--- src/rtl/rmsn_pkg.sv ---
`timescale 1ns / 1ps
`default_nettype none
// ----------------------------------------------------------------------------
// rmsn_pkg: shared types and constants for the RMS row normaliser
// Widths of the fixed-point formats and the controller/datapath link.
// ----------------------------------------------------------------------------
package rmsn_pkg;

  localparam int DW       = 16;   // sample, gain and result width
  localparam int LEN_W    = 7;    // row length register and element count
  localparam int EPS_W    = 16;
  localparam int SUM_W    = 38;   // sum of squares
  localparam int MS_W     = 39;   // mean square plus epsilon, Q15.24
  localparam int INV_W    = 29;   // inverse root, 16 fractional bits
  localparam int INV_TOP  = 28;
  localparam int BIT_W    = 5;    // index of the inverse root bit under test
  localparam int SQ_W     = 2 * INV_W;
  localparam int DIV_N    = 57;   // dividend width of the shared divider
  localparam int DIV_D    = MS_W; // divisor width
  localparam int DIV_CNT_W = 6;
  localparam int SG_W     = 2 * DW;
  localparam int PROD_W   = SG_W + INV_W + 1;
  localparam int OUT_SHIFT = 28;

  localparam int ADDR_W   = 3;
  localparam logic REG_ROW_LENGTH = 1'b0;
  localparam logic REG_EPSILON    = 1'b1;

  typedef struct packed {
    logic load;
    logic div_ms;
    logic ms_latch;
    logic div_lim;
    logic root_init;
    logic root_sq;
    logic root_cmp;
    logic inv_sat;
    logic emit_init;
    logic emit_rd;
    logic emit_mul1;
    logic emit_mul2;
    logic emit_rnd;
    logic emit_next;
    logic row_clear;
  } cmd_t;

  typedef struct packed {
    logic row_done;
    logic div_done;
    logic ms_zero;
    logic root_last;
    logic emit_last;
  } status_t;

endpackage
`default_nettype wire

--- src/rtl/rmsn_ctrl.sv ---
`timescale 1ns / 1ps
`default_nettype none
// ----------------------------------------------------------------------------
// rmsn_ctrl: sequencing state machine
// Steps a row through loading, division, inverse root and emission.
// ----------------------------------------------------------------------------
module rmsn_ctrl
  import rmsn_pkg::*;
(
  input  logic    clk,
  input  logic    rst,
  input  logic    in_valid,
  output logic    in_ready,
  output logic    out_valid,
  input  logic    out_ready,
  input  status_t status,
  output cmd_t    cmd
);

  typedef enum logic [3:0] {
    ST_LOAD, ST_DIV_MS, ST_MS_WAIT, ST_MS_CHECK, ST_LIM_WAIT, ST_ROOT_SQ,
    ST_ROOT_CMP, ST_RD, ST_MUL1, ST_MUL2, ST_RND, ST_OUT
  } state_t;

  state_t state, state_next;

  always_comb begin
    cmd        = '0;
    state_next = state;
    case (state)
      ST_LOAD: begin
        if (in_valid) begin
          cmd.load = 1'b1;
          if (status.row_done) begin
            state_next = ST_DIV_MS;
          end
        end
      end
      ST_DIV_MS: begin
        cmd.div_ms = 1'b1;
        state_next = ST_MS_WAIT;
      end
      ST_MS_WAIT: begin
        if (status.div_done) begin
          cmd.ms_latch = 1'b1;
          state_next   = ST_MS_CHECK;
        end
      end
      ST_MS_CHECK: begin
        if (status.ms_zero) begin
          cmd.inv_sat   = 1'b1;
          cmd.emit_init = 1'b1;
          state_next    = ST_RD;
        end else begin
          cmd.div_lim = 1'b1;
          state_next  = ST_LIM_WAIT;
        end
      end
      ST_LIM_WAIT: begin
        if (status.div_done) begin
          cmd.root_init = 1'b1;
          state_next    = ST_ROOT_SQ;
        end
      end
      ST_ROOT_SQ: begin
        cmd.root_sq = 1'b1;
        state_next  = ST_ROOT_CMP;
      end
      ST_ROOT_CMP: begin
        cmd.root_cmp = 1'b1;
        if (status.root_last) begin
          cmd.emit_init = 1'b1;
          state_next    = ST_RD;
        end else begin
          state_next = ST_ROOT_SQ;
        end
      end
      ST_RD: begin
        cmd.emit_rd = 1'b1;
        state_next  = ST_MUL1;
      end
      ST_MUL1: begin
        cmd.emit_mul1 = 1'b1;
        state_next    = ST_MUL2;
      end
      ST_MUL2: begin
        cmd.emit_mul2 = 1'b1;
        state_next    = ST_RND;
      end
      ST_RND: begin
        cmd.emit_rnd = 1'b1;
        state_next   = ST_OUT;
      end
      ST_OUT: begin
        if (out_ready) begin
          if (status.emit_last) begin
            cmd.row_clear = 1'b1;
            state_next    = ST_LOAD;
          end else begin
            cmd.emit_next = 1'b1;
            state_next    = ST_RD;
          end
        end
      end
      default: state_next = ST_LOAD;
    endcase
  end

  assign in_ready  = (state == ST_LOAD);
  assign out_valid = (state == ST_OUT);

  always_ff @(posedge clk) begin
    if (rst) begin
      state <= ST_LOAD;
    end else begin
      state <= state_next;
    end
  end

endmodule
`default_nettype wire

--- config.mk ---
export PLATFORM = sky130hd
export DESIGN_NAME = rmsn_ctrl
export DESIGN_NICKNAME = d
export VERILOG_FILES = /design/src/rtl/rmsn_pkg.sv /design/src/rtl/rmsn_ctrl.sv
export SDC_FILE = /design/constraint.sdc
export NUM_CORES = 1
export LEC_CHECK = 0
export ABC_AREA = 1
export BUFFER_PORTS_ARGS = -buffer_cell sky130_fd_sc_hd__buf_2
export CORE_AREA = 5 5 42 44
export DETAILED_ROUTE_END_ITERATION = 8
export DIE_AREA = 0 0 47 49
export PLACE_DENSITY = 0.62
export SLEW_MARGIN = 15
export SYNTH_ARGS = -nofsm -noshare
export SYNTH_HDL_FRONTEND = slang
export SYNTH_SLANG_ARGS = --single-unit
--- constraint.sdc ---
create_clock -name clk -period 1.5 [get_ports clk]
set_clock_uncertainty 0.05 [all_clocks]
set_input_delay 0.075 -clock clk [delete_from_list [all_inputs] [get_ports clk]]
set_output_delay 0.075 -clock clk [all_outputs]
set_load 0.005 [all_outputs]
# ---- Yosys cells after proc, flatten, opt, wreduce, memory -nomap -nowiden
# Index checks and enable logic that the tools add are counted.
dict set report op_classes {
  muxes 31
  eq_ne 16
  reduce_logical 2
}
# operator n
set op_table {}
lappend op_table {{one-hot mux 4 bit (12 select lines)} 1}
lappend op_table {{2-to-1 mux 4 bit} 5}
lappend op_table {{2-to-1 mux 1 bit} 18}
lappend op_table {{== test 4 x 3 -> 1 bit (second input constant)} 4}
lappend op_table {{== test 4 bit (second input constant)} 4}
lappend op_table {{2-to-1 mux 2 bit} 5}
lappend op_table {{== test 4 x 2 -> 1 bit (second input constant)} 2}
lappend op_table {{inequality test 2 bit (second input constant)} 3}
lappend op_table {{AND reduction 5 bit} 1}
lappend op_table {{== test 4 x 1 -> 1 bit (second input constant)} 1}
lappend op_table {{zero test 4 bit} 1}
lappend op_table {{inequality test 2 x 1 -> 1 bit (second input constant)} 2}
lappend op_table {{2-to-1 mux 3 bit} 1}
lappend op_table {{one-hot mux 1 bit (2 select lines)} 1}
dict set report word_totals {
  elab_cells 50
  out_inout_bits 17
  regBits 4
  inputBits 9
}

# ---- Logic depth before layout (Yosys ltp)
# Gate-level depths: netlist of run 1.
dict set report logic_depth {
  ltp_word 3
  depth_mapped 9
}

# ---- Worst setup path after synthesis of run 1
# Ideal clock, no wire load.
dict set report synth_timing {
  path_type {register to register}
  start {register state[3]}
  end {register state[0]}
  path_buffers 0
  slack_ns 0.322
  stages_incl_launch_ff 9
  arrival_time_ns 1.016
  path_cell_list {dfxtp_1 nor2_2 nand3_1 nand2_1 nand2_1 nand2_2 nor2_1 nor2_1 nor2_1}
}
dict set report synth_between {
  elab_chain_len 3
  elab_cells_between_ends 19
}
# item line_no
set synth_rtl {}
lappend synth_rtl {{start: declaration} rmsn_ctrl.sv:25} ;# state_t state, state_next;
lappend synth_rtl {{start signal: assignment} rmsn_ctrl.sv:116} ;# state <= state_next;
lappend synth_rtl {{== test 4 x 2 -> 1 bit (tied with other cells)} rmsn_ctrl.sv:30} ;# case (state)
lappend synth_rtl {{inequality test 2 bit (no line) / inequality test 2 x 1 -> 1 bit (equally long branches)} -}
lappend synth_rtl {{AND reduction 5 bit (no line)} -}
# Several ways; a longest one is shown, not always the timed one.
# A chain may end at the register's enable or synchronous reset.

==> out/results.ini, run 1 <==
[floorplanning]
io_pins = 26
die_area_sq_um = 2300
core_sq_um = 1400
die_w_um = 47
start_util = 0.296
fp.dieH_um = 49
rows = 14

[job]
cap_violations = 0

[placement]
post_dp_cell_area_sq_um = 567
finalWeightedCongestion = 0.845
placed_cells = 123
io_buffers = 25
dp_hpwl_um = 1070

[worst_setup_path]
worstPathRequired_ns = 1.37
crit_fanout = 7
arrival_ns = 1.26
critPathCaptureType = output port
startpoint_type = register
path_class = reg2out

[synthesis]
synth_seq_cells = 4
syn_nets = 90
netlist.area_leader.share = 0.193
avgSynthCellArea_sq_um = 5.11
yosys.area.top_type = dfxtp_1
synth_seq_area_share = 0.193
yosysMostFrequentCell = nand2_1
netlist_instances = 81
synthTopCellsByCount = 21 x nand2_1, 19 x nor2_1, 14 x inv_1
async_flop_share = 0
synth_edf_count = 0
ys.flop_type = dfxtp_1
synth_cell_types = 13
synth_warnings = 0
yosys-top-cells-area = dfxtp_1 19%, nand2_1 19%, nor2_1 17%
synth_area_sq_um = 414

[routing]
drc = 0
vias = 579
post_drt_wl_per_cell_um = 9.75
drt-total-wl_um = 1240
ant_nets = 0
vias_per_cell = 4.56
first_pass_iters = 4
drt_iter0_drc = 12

[global_route]
grt_overflow_total = 0
grt_max_degree = 8
first_global_vias = 528
grt_usage = 0.113
grt_pass1_wl_um = 2000
antenna_found_initial = 0

[cts]
htree_levels = 1
clock-root-buffer = clkbuf_4
cts_tree = yes
numCtsBuffers = 3
clk_pin_slew_worst_paths_ns = 0.03
clock_latency_ns = 0.23
cts_sinks = 4
clk_path_buf_depth = 2

[layout]
reg_top3 = state: 4 flops
syn2layout_area_growth_pct = 45.0
regMostFlops = state
stdcell_count = 127
design_area_sq_um = 601
diodes = 0
largest_register_ffs = 4
nets = 122
drive_above_1_share = 0.342

[power]
p_per_area_nw_per_um2 = 749
p_leak_uw = 0.000388
ir_drop_mv = 0.464

[sta]
post-route-period-util = 0.924
final-max-slew-violation-count = 0
setup-violations-final = 0
fmax_mhz = 721
slew_headroom = 0.824
setup_tns_ns = 0
finalHoldViolCount = 0
layout_min_cycle_time_ns = 1.39
whs_ns = 0.156
tightest_slew_ns = 0.263
grt_setup_unrepaired = yes

[worst_hold_path]
hold_path_class = in2reg

[status]
status = completed

## logic make-up (layout without fill, tap and decap cells)
family	Yosys count	count (layout)	share of synthesized area
AND/OR/NAND/NOR	55	55	0.580
AO/OA/AOI/OAI	7	7	0.0906
flip-flops	4	4	0.193
buffers and inverters	15	45	0.136
## worst paths after layout
path / end / slack (ns) / cells past startpoint / startpoint
max: cmd[12] / 0.11 / 4 / state[2]$_SDFFE_PP0P_
min: state[3]$_SDFFE_PP0P_ / 0.16 / 4 / out_ready
max reg2reg: state[0]$_SDFFE_PP0P_ / 0.12 / 8 / state[2]$_SDFFE_PP0P_
min reg2reg: state[1]$_SDFFE_PP0P_ / 0.46 / 2 / state[1]$_SDFFE_PP0P_
## worst max-delay path, stage by stage (launching register included)
cell and delay (ns):
dfxtp_1 0.37, nor2_2 0.25, nand3_1 0.18, nor2_1 0.12, buf_2 0.12
## stage by stage
| step | setup slack (ns) | utilization | power [uW] |
|---|---|---|---|
| after global placement | 0.108 | 0.404 | 322 |
| final | 0.114 | 0.429 | 450 |
| after global routing | -0.0106 | 0.429 | 498 |
| after detailed placement | 0.126 | 0.404 | 322 |
| after CTS | 0.111 | 0.428 | 458 |
| after floorplan | 0.322 | - | 261 |
## cell type report
class / instances / area (sq um)
tap: 16 / 20.0
sequential: 4 / 81.3
timing repair buffer: 27 / 143
inverter: 15 / 56.3
fill: 166 / 801
clock buffer: 3 / 22.5
multi-input combinational: 62 / 278
## power breakdown
part           internal, uW  switching (uW)  total, uW  leakage, uW
logic                  76.1             111        187     0.000341
registers               119            15.7        135    0.0000330
clock network          89.1            38.9        128    0.0000138
## routing by layer
metal	vias to the layer above	global-route usage	share of wire
li1	310	-	-
met1	251	0.145	0.45
met5	-	0	0
met4	0	0.0415	0
met2	18	0.186	0.47
met3	0	0.0111	0.074
## timing repair
action,4_1_cts,5_1_grt
endpoints found under the hold margin,4,0
buffers inserted,0,0
resized for setup,0,1
hold buffers,1,0
setup endpoints to repair,0,2
## placed cells by master (no fill, tap or decap)
master and count:
buf_2 25, nand2_1 21, nor2_1 19, inv_1 14, nand3_1 6, a21oi_1 6, nand2_2 4, clkbuf_4 3
dfxtp_1 3, nor2_2 2, inv_2 1, nor4_1 1, and3_1 1, nand3_2 1, o211ai_1 1, dlygate4sd3_1 1
buf_4 1, dfxtp_2 1
Power figures use the tool's default switching activity.
==> run 2, diff against run 1 <==
--- a/config.mk
+++ b/config.mk
@@ -7,10 +7,14 @@
 export LEC_CHECK = 0
 export ABC_AREA = 1
 export BUFFER_PORTS_ARGS = -buffer_cell sky130_fd_sc_hd__buf_2
-export CORE_AREA = 5 5 42 44
+export CELL_PAD_IN_SITES_DETAIL_PLACEMENT = 1
+export CELL_PAD_IN_SITES_GLOBAL_PLACEMENT = 1
+export CORE_MARGIN = 5
+export CORE_UTILIZATION = 25
+export CTS_BUF_LIST = sky130_fd_sc_hd__clkbuf_4
 export DETAILED_ROUTE_END_ITERATION = 8
-export DIE_AREA = 0 0 47 49
-export PLACE_DENSITY = 0.62
+export PLACE_DENSITY = 0.79
+export REMOVE_ABC_BUFFERS = 1
 export SLEW_MARGIN = 15
 export SYNTH_ARGS = -nofsm -noshare
 export SYNTH_HDL_FRONTEND = slang
==> run 2 against run 1 <==
  * Sequential share of layout area grew 0.54 points
  * Worst setup slack gained 0.051 ns
  * Register-to-register slack gained 0.10 ns
  * Count of clock-buffer cells in the layout is the same
  * First-iteration DRC count shrank 67%
  * Non-clock buffer count shrank 1
  * Sequential power grew 4%
  * Core utilization shrank 3.7 points
  * Cell count shrank 0.79%
  * Total power grew 3.0%
  * Critical path type unchanged
  * Highest routed layer unchanged
==> out/results.ini, run 2 (synthesis gave the netlist of run 1 again) <==
[sta]
setup_ws_ns = 0.165  ; +0.0507 ns
grt_setup_unrepaired = no
layout_min_cycle_time_ns = 1.34  ; -0.0507 ns
slew_headroom = 0.844  ; +0.0193
tightest_slew_ns = 0.232  ; -0.0307 ns
fmax_mhz = 749  ; +3.8%
final-max-slew-violation-count = 0  ; unchanged
setup_tns_ns = 0  ; unchanged
post-route-period-util = 0.890  ; -0.0338
setup-violations-final = 0  ; unchanged
finalHoldViolCount = 0  ; unchanged

[cts]
clock_latency_ns = 0.23  ; about the same
htree_levels = 1  ; unchanged
clock-root-buffer = clkbuf_4
postCtsSetupBuffers = 0  ; unchanged
clk_pin_slew_worst_paths_ns = 0.04  ; about the same
cts_tree = yes
cts_sinks = 4  ; unchanged
clk_path_buf_depth = 2  ; unchanged
numCtsBuffers = 3  ; unchanged

[floorplanning]
start_util = 0.269  ; -0.0269
die_w_um = 50.7  ; +7.9%
core_sq_um = 1540  ; +10%
io_pins = 26  ; unchanged
rows = 14  ; unchanged
die_area_sq_um = 2570  ; +12%
fp.dieH_um = 50.7  ; +3.5%

[global_route]
first_global_vias = 572  ; +8.3%
grt_pass1_wl_um = 2480  ; +24%
met3_usage = 0.0118  ; +0.000764
antenna_found_initial = 0  ; unchanged
top_usage_layer = met2
grt_max_degree = 8  ; unchanged
grt_usage = 0.121  ; +0.00845
grt_overflow_total = 0  ; unchanged
met1_usage = 0.147  ; +0.00212
met2_usage = 0.213  ; +0.0273

[power]
p_per_area_nw_per_um2 = 767  ; +2.3%
finalPower_uw = 464  ; +3.0%
ir_drop_mv = 0.429  ; -7.5%
p_leak_uw = 0.000388  ; about the same

[job]
cap_violations = 0  ; unchanged

[routing]
drt_iter0_drc = 4  ; -8
vias = 584  ; +0.86%
post_drt_wl_per_cell_um = 11.3  ; +16%
drt-total-wl_um = 1420  ; +15%
vias_per_cell = 4.63  ; +1.7%
first_pass_iters = 3  ; -1
drc = 0  ; unchanged
ant_nets = 0  ; unchanged

[worst_setup_path]
regToRegStartpoint = state[2]$_SDFFE_PP0P_
crit_path_end = cmd[1]
path_class = reg2out
startpoint_type = register
crit_fanout = 7  ; unchanged
reg2reg_depth = 9  ; +1
worstPathRequired_ns = 1.37  ; about the same
critPathCaptureType = output port
crit_start = state[2]$_SDFFE_PP0P_
r2r-end = state[0]$_SDFFE_PP0P_
regToRegSetupSlack_ns = 0.22  ; +0.10 ns
arrival_ns = 1.21  ; -0.05 ns

[layout]
final_common_cell = buf_2
largest_register_ffs = 4  ; unchanged
diodes = 0  ; unchanged
regMostFlops = state
reg_top3 = state: 4 flops
drive_above_1_share = 0.373  ; +0.0304
nets = 121  ; -0.82%
fillers = 233  ; +40%
syn2layout_area_growth_pct = 45.9
most-common-layout-cells = 25 x buf_2, 21 x nand2_1, 18 x nor2_1

[status]
status = completed

[placement]
dp_slack_ns = 0.114  ; -0.0120 ns
dp_hpwl_um = 1240  ; +16%
io_buffers = 25  ; unchanged
finalWeightedCongestion = 0.796  ; -5.8%

[worst_hold_path]
hold_path_class = in2reg

==> run 2: cell count changes in the layout (fill, tap and decap cells not counted), sizes merged <==
cell  delta
buf      -1
==> run 2: area by class of cell <==
type	count	area, sq um	area share
Clock buffer	3	22.5	0.0373
Timing Repair Buffer	26	135	0.224
Sequential cell	4	85.1	0.141
Multi-Input combinational cell	62	285	0.472
Inverter	15	56.3	0.0932
Tap cell	16	20.0	0.0331
==> run 2: report_power, final <==
| group | total, uW | switching (uW) | internal (uW) | leakage, uW |
|---|---|---|---|---|
| Sequential | 140 | 19.3 | 121 | 0.0000343 |
| Combinational | 194 | 116 | 78.0 | 0.000340 |
| Clock | 130 | 40.3 | 89.2 | 0.0000138 |
| Total | 464 | 176 | 288 | 0.000388 |
==> run 2: worst min-delay path by stage <==
stage / start / endpoint / slack, ns / cells past startpoint
6_report: out_ready / state[3]$_SDFFE_PP0P_ / 0.16 / 4
5_1_grt: out_ready / state[3]$_SDFFE_PP0P_ / 0.20 / 4
4_1_cts: out_ready / state[3]$_SDFFE_PP0P_ / 0.16 / 4
3_5_place_dp: rst / state[2]$_SDFFE_PP0P_ / 0.24 / 2
3_3_place_gp: rst / state[2]$_SDFFE_PP0P_ / 0.23 / 2
2_1_floorplan: rst / state[1]$_SDFFE_PP0P_ / 0.09 / 1
==> run 2: critical path, stage by stage (launching register included) <==
cell,delay (ns)
dfxtp_2,0.35
inv_1,0.06
nand2_1,0.12
nor2_2,0.15
nand2_2,0.09
nor2_1,0.09
buf_2,0.11
==> run 2: per-layer routing <==
| metal | share of wire | vias up |
|---|---|---|
| met3 | 0.069 | 0 |
| met5 | 0 | - |
| met4 | 0 | 0 |
| met1 | 0.44 | 261 |
| met2 | 0.49 | 15 |
| li1 | - | 308 |
==> run 2: stage by stage <==
stage | cell area, sq um | util | hold slack [ns] | cells
after floorplan | 414 | - | 0.0941 | 81
after global placement | 559 | 0.363 | 0.235 | 122
after detailed placement | 559 | 0.363 | 0.240 | 122
after CTS | 592 | 0.384 | 0.160 | 126
after global routing | 604 | 0.392 | 0.197 | 126
final | 604 | 0.392 | 0.156 | 126
==> run 2: what timing repair did <==
action | 4_1_cts | 5_1_grt
hold buffers | 1 | 0
resized for setup | 0 | 6
hold endpoints to repair | 3 | 0
setup endpoints to repair | 0 | 8
